**config.mk**
```make
export PLATFORM = sky130hd
export DESIGN_NAME = bb_lane
export DESIGN_NICKNAME = d
export VERILOG_FILES = /design/src/rtl/bb_pkg.sv /design/src/rtl/bb_lane.sv
export SDC_FILE = /design/constraint.sdc
export NUM_CORES = 1
export LEC_CHECK = 0
export BUFFER_PORTS_ARGS = -buffer_cell sky130_fd_sc_hd__buf_2
export CAP_MARGIN = 30
export CORE_ASPECT_RATIO = 0.75
export CORE_UTILIZATION = 55
export CTS_CLUSTER_DIAMETER = 150
export DETAILED_ROUTE_END_ITERATION = 6
export PLACE_DENSITY_LB_ADDON = 0.1
export SYNTH_ARGS = -nofsm -noshare
export SYNTH_HDL_FRONTEND = slang
export SYNTH_SLANG_ARGS = --single-unit
```
**constraint.sdc**
```tcl
create_clock -name i_clk -period 9.1 [get_ports i_clk]
set_input_delay 0.91 -clock i_clk [delete_from_list [all_inputs] [get_ports i_clk]]
set_output_delay 0.91 -clock i_clk [all_outputs]
set_load 0.05 [all_outputs]
```
**src/rtl/bb_pkg.sv**
```systemverilog
// shared types and constants of the edge clipped box blur
// no dependencies
package bb_pkg;

    localparam int CHAN_NUM = 4;

    localparam logic OP_PIXEL = 1'b0;
    localparam logic OP_FLUSH = 1'b1;

    localparam logic [1:0] CFG_WIDTH   = 2'd0;
    localparam logic [1:0] CFG_HEIGHT  = 2'd1;
    localparam logic [1:0] CFG_HALF    = 2'd2;
    localparam logic [1:0] CFG_CHANNEL = 2'd3;

    localparam logic [10:0] RST_WIDTH   = 11'd1024;
    localparam logic [10:0] RST_HEIGHT  = 11'd1024;
    localparam logic [1:0]  RST_HALF    = 2'd2;
    localparam logic [2:0]  RST_CHANNEL = 3'd3;

    typedef struct packed {
        logic       operation;
        logic [7:0] chan0;
        logic [7:0] chan1;
        logic [7:0] chan2;
        logic [7:0] chan3;
    } t_in_req;

    typedef struct packed {
        logic [9:0] out_row;
        logic [9:0] out_col;
        logic [7:0] mean0;
        logic [7:0] mean1;
        logic [7:0] mean2;
        logic [7:0] mean3;
        logic       frame_end;
    } t_out_req;

    typedef struct packed {
        logic       clr;
        logic       acc;
        logic       step;
        logic [2:0] bit_idx;
    } t_lane_ctl;

    typedef enum logic [2:0] {
        S_IDLE,
        S_CHECK,
        S_SETUP,
        S_READ,
        S_DRAIN,
        S_DIV,
        S_OUT
    } t_state;

endpackage

```
**src/rtl/bb_lane.sv**
```systemverilog
// one channel lane: window sum accumulator and bit-serial restoring divider
// depends on bb_pkg
module bb_lane import bb_pkg::*; #(
    parameter int SW = 14,
    parameter int NW = 6
) (
    input  logic          i_clk,
    input  t_lane_ctl     i_ctl,
    input  logic [7:0]    i_sample,
    input  logic [NW-1:0] i_count,
    output logic [7:0]    o_mean
);

    logic [SW-1:0]   r_sum;
    logic [7:0]      r_quot;
    logic [SW+7:0]   w_dv;
    logic            w_ge;

    assign w_dv = (SW + 8)'(i_count) << i_ctl.bit_idx;
    assign w_ge = ({8'b0, r_sum} >= w_dv);

    always_ff @(posedge i_clk) begin
        if (i_ctl.clr) begin
            r_sum  <= '0;
            r_quot <= '0;
        end else if (i_ctl.acc) begin
            r_sum <= r_sum + SW'(i_sample);
        end else if (i_ctl.step) begin
            if (w_ge) begin
                r_sum <= r_sum - SW'(w_dv);
            end
            r_quot[i_ctl.bit_idx] <= w_ge;
        end
    end

    assign o_mean = r_quot;

endmodule

```
; ---- After elaboration in Yosys (flattened, before gate mapping)
; Index checks and enable logic that the tools add are counted.
[word_totals]
ff_bits = 22
latch_bits = 0
ram_bits = 0
mem_bits_ro = 0
in_bits = 21
output_inout_bits = 8
elab_cells = 20
n_memories = 0
[classes]
n_addsub = 2
n_mul = 0
div = 0
order_cmp = 3
eq_ne = 0
n_shift = 1
mux = 6
n_bitwise = 1
n_reduce_logical = 5
[ops]
columns = operator, n
row1 = $mux W14, 3
row2 = $ge A14 B22 Y1, 1
row3 = $shl A6 B3 Y22, 1
row4 = $add A14 B8 Y14, 1
row5 = $sub A14 B14 Y14, 1
row6 = $bwmux W8, 1
row7 = $lt A3 B4 Y1 const B, 1
row8 = $reduce_and A2 Y1, 2
row9 = $reduce_bool A2 Y1, 2
row10 = $demux W1 S3, 1
row11 = $ge A3 B1 Y1 const B, 1
row12 = $logic_and A1 B1 Y1, 1
row13 = $mux W1, 1
row14 = $not A1 Y1, 1

; ---- Longest topological paths before layout
[logic_depth]
ltp_word = 5
depth_mapped = 18
depth_no_buf = 16

; ---- Worst setup path after synthesis
; OpenSTA, ideal clock, no wires.
[synth_path]
path_type = input -> register
start = input port i_ctl[0] (netlist name)
end = register r_sum[13]
setup_time_ns = 0.137
arrival_ns = 4.182
t_required_ns = 8.963
path_slack_ns = 4.781
path_stages = 18
path_buffers = 2
cell_sequence = buf_2 -> buf_2 -> mux2i_1 -> nand2b_1 -> ha_1 -> o21ai_1 -> or2_1 -> nor3_1 -> mux2i_1 -> nor2_1 -> ha_1 -> and4_1 -> nor3b_1 -> a22o_1 -> or2_0 -> o211a_1 -> nor4_1 -> o311ai_1
[synth_between]
elab_chain_cells = 5
word_cells_on_any_way = 8
classes_between = add/sub (1) / order compare (1) / shift (1) / mux (3) / reduce/logical (2)
[synth_rtl]
columns = item, line
row1 = from (decl), bb_lane.sv:8  ; input t_lane_ctl i_ctl,
row2 = $shl A6 B3 Y22 (*), bb_lane.sv:19  ; assign w_dv = (SW + 8)'(i_count) << i_ctl.bit_idx;
row3 = $sub A14 B14 Y14, bb_lane.sv:30  ; r_sum <= r_sum - SW'(w_dv);
row4 = $mux W14, bb_lane.sv:29  ; if (w_ge) begin
row5 = $mux W14, bb_lane.sv:28  ; end else if (i_ctl.step) begin
row6 = $mux W14, bb_lane.sv:26  ; end else if (i_ctl.acc) begin
row7 = to (signal assigned), bb_lane.sv:27  ; r_sum <= r_sum + SW'(i_sample);
row8 = to (signal assigned), bb_lane.sv:30
row9 = to (decl), bb_lane.sv:14  ; logic [SW-1:0] r_sum;
; Mark *: on every way between the ends. The rest lies on a longest branch, timed or not. The select of a mux whose other input is x is not followed.
; A chain may end at the register's enable or synchronous reset.

; ---- Worst setup path after layout
[layout_path]
start = input port i_ctl[1] (netlist name)
end = register r_sum[13]
; The elaborated chain is that of the path after synthesis.

==> results by group <==
Synth
  – Top post-synthesis cells by area: dfxtp_1 18%, ha_1 14%, mux2i_1 8.8%
  – Sequential area share after synthesis: 0.175
  – Syn. warnings: 0
  – Post-synth cell types: 55
  – Ys flop type: dfxtp_1
  – Largest area contributor in the netlist: dfxtp_1
  – Mapped Cells: 332
  – Post-synth ARST share: 0
  – Avg Inst Size Synth: 7.58 µm²
  – Synth Register Bits: 22
  – Synth top area share: 0.175
  – EDFF count, synth: 0
  – Syn_nets: 382
  – Post-Synthesis Cell Area: 2520 µm²

Critical path
  – WP data arrival: 4740 ps
  – Buf+Inv Stages, Crit Path: 1
  – Endpoint class of the critical path: register
  – Critical Path RT: 9240 ps
  – Startpoint Class: primary input
  – FF-to-FF Start: r_sum[0]$_SDFFE_PP0P_
  – CP top delay family: simple AND/OR/NAND/NOR gates
  – WP depth: 15
  – R2r worst-path depth: 9
  – Critical path's slowest cell: or3_1
  – Crit Path Class: primary input to register
  – Crit path to: r_sum[13]$_SDFFE_PP0P_
  – Crit-path most repeated cell: mux2i_1
  – R2R Setup Slk: 6280 ps
  – Crit path launch: i_ctl[1]
  – CP max stage delay: 420 ps
  – Worst Path Max Fanout: 26
  – Crit-path cells: buf_2, mux2i_1, mux2i_1, nor3_1, o21bai_1, or3_1, a21oi_1, ha_1, and4_1, nor3b_1, a22o_1, or2_0, o211a_1, nor4_1, o311ai_1
  – Worst R2R End: r_sum[12]$_SDFFE_PP0P_

Pwr
  – Switch Pwr: 0.000294 W
  – Internal: 0.000329 W
  – P_leak: 1.22 nW
  – Logic pwr share: 0.633
  – Pwr/cell area: 231 nW/µm²
  – Clock Power Share: 0.120
  – Maximum VDD drop: 0.000183 V
  – Sw Share: 0.472
  – Flop pwr share: 0.247

Clock network
  – Cts repair resizes: 0
  – Clock root cell: clkbuf_8
  – Number of CTS-inserted buffers: 3
  – Skew-Pair Late Insertion Delay: 270 ps
  – CTS tree: yes
  – H-tree Lvls: 1
  – Max Root-Sink Buffers: 2
  – Clk pin slew, worst setup/hold paths: 90 ps
  – Post-CTS setup buffers: 0
  – CTS hold repair buffers: 0
  – Sink Count: 22

Floorplanning
  – Initial Util: 0.599
  – Boundary Pins: 29
  – Die W: 80.1 µm
  – DIE HEIGHT: 60.6 µm
  – Die ar.: 4850 µm²
  – Core Rows: 20
  – Core Area: 4200 µm²

Finish
  – Filler instances: 387
  – Area of the multi-input gates: 1970 µm²
  – Final #Nets: 399
  – Core Util, Final: 0.641
  – Register Area: 440 µm²
  – # diodes: 0
  – Share of cells above drive strength 1: 0.115
  – Synthesis-to-layout area growth: 7.16%

Timing
  – Final Hold Fails: 0
  – Worst Skew: 6.30 ps
  – Worst-margin pin slew: 815 ps
  – Final Max Slew Viols: 0
  – Max Fclk: 0.217 GHz
  – Setup violations, final: 0
  – Crit path time final: 4600 ps
  – Slew HR: 0.456
  – Crit share post-route: 0.505
  – RSZ-0062 raised after global routing: no
  – Setup tns final: 0 ps

Hold path
  – Worst Hold Class: register to register

Global route
  – First-pass GRT wire length: 9.98 mm
  – Overflow after GRT: 0
  – Vias in the first global route: 2,075
  – Largest net degree at the start of global routing: 28
  – GRT Overall Usage: 0.265
  – Initial antenna violation count: 0

Run status
  – Outcome: complete, no violations

Placed design
  – Port Buf Inserts: 28
  – Hpwl dp: 4.70 mm
  – Routability cong.: 0.923

Routing
  – Pre-Repair DR Iteration Count: 4
  – Vias: 2,440
  – WL final: 6.13 mm
  – Wire length per cell: 15.2 µm
  – Remaining DRCs: 0
  – Antenna viol nets, final: 0
  – Initial DRC count: 183
  – Vias per cell: 6.05

Run
  – Max_cap viols: 0
[cells in the mapped netlist (2+ instances only)]
library cell and count:
a211oi_1 8, ha_1 28, mux2i_1 22, nand2_1 22
o21a_1 2, o31ai_1 2, nor3_1 14, nand3_1 6
nor2_1 52, o21ai_1 6, nor3b_1 4, a21oi_1 25
or2_1 3, mux2_2 5, o21ai_0 15, or3_1 2
dfxtp_1 22, nand2b_1 5, nand3b_1 3, a21o_1 8
nor4bb_1 2, nor4_1 2, o21bai_1 5, nand4_1 4
xor2_1 6, clkbuf_1 9, xnor2_1 9, inv_1 7
nor2b_1 5, buf_2 4
[worst min-delay path, delay by kind of cell (launching register included)]
family / cells / cell delay (ps)
AOI/OAI and AO/OA: 1 / 50
DFF: 1 / 320
and+or+nand+nor: 1 / 50
[power groups by stage]
stage,clock network (W),logic (W),registers (W)
floorplan,0,0.000312,0.000150
finish,0.0000750,0.000395,0.000154
global placement,0,0.000378,0.000155
global route,0.0000796,0.000445,0.000157
detailed placement,0,0.000386,0.000155
CTS,0.0000768,0.000389,0.000153
[stage by stage]
stage                     hold slack [ps]  worst slack (ps)  total power (W)  cell area (µm²)  cells
after floorplan                       490              4780         0.000462             2520    332
after global placement                441              4540         0.000533             2640    399
after detailed placement              449              4260         0.000541             2640    399
after CTS                             463              4580         0.000619             2700    403
after global routing                  484              4210         0.000682             2700    403
final                                 463              4500         0.000623             2700    403
[registers in the layout, indices dropped and copies added, names as in the netlist]
signal	flops
r_sum	14
o_mean	8
[cell usage in the layout, fill, tap and decap left out, types with 3 or more instances in the layout]
master and count:
dfxtp_1 22, nor2_1 52, nand2b_1 5, nand3_1 6
inv_1 7, clkbuf_8 4, ha_1 28, a21oi_1 25
mux2i_1 22, o21ai_0 15, o21ai_1 6, xor2_1 6
nand3b_1 3, nand4_1 4, a211oi_1 8, nor3_1 14
nor2b_1 5, xnor2_1 9, nor3b_1 4, o21bai_1 5
buf_2 28, or2_1 3, mux2_2 5, a21o_1 8
nand2_1 22
[worst min path at each step]
stage	start	to	slack (ps)	cells past startpoint
4_1_cts	o_mean[4]$_SDFFE_PP0P_	o_mean[4]$_SDFFE_PP0P_	460	2
2_1_floorplan	r_sum[0]$_SDFFE_PP0P_	r_sum[0]$_SDFFE_PP0P_	490	2
6_report	o_mean[4]$_SDFFE_PP0P_	o_mean[4]$_SDFFE_PP0P_	460	2
5_1_grt	o_mean[4]$_SDFFE_PP0P_	o_mean[4]$_SDFFE_PP0P_	480	2
3_5_place_dp	o_mean[4]$_SDFFE_PP0P_	o_mean[4]$_SDFFE_PP0P_	450	2
3_3_place_gp	o_mean[4]$_SDFFE_PP0P_	o_mean[4]$_SDFFE_PP0P_	440	2
[cell families after synthesis]
| group | synth area share |
|---|---|
| muxes | 0.110 |
| DFF | 0.175 |
| and+or+nand+nor | 0.253 |
| AOI/OAI and AO/OA | 0.219 |
| buffers and inverters | 0.0438 |
| xor gates and xnor gates | 0.0522 |
| adders and majority gates | 0.147 |
[layout make-up]
class	instances	area share
inverter	7	0.00974
tap	55	0.0255
sequential	22	0.163
clock buffer	4	0.0204
multi-input combinational	287	0.729
timing repair buffer	28	0.0520
[metal layers]
metal,vias to the layer above,share of wire,GRT usage
met5,-,0,0
met1,1108,0.51,0.399
met4,0,0.0091,0.0587
met3,10,0.059,0.0496
li1,1240,-,-
met2,82,0.42,0.391
Note: power is estimated with default switching activity, not from simulation.
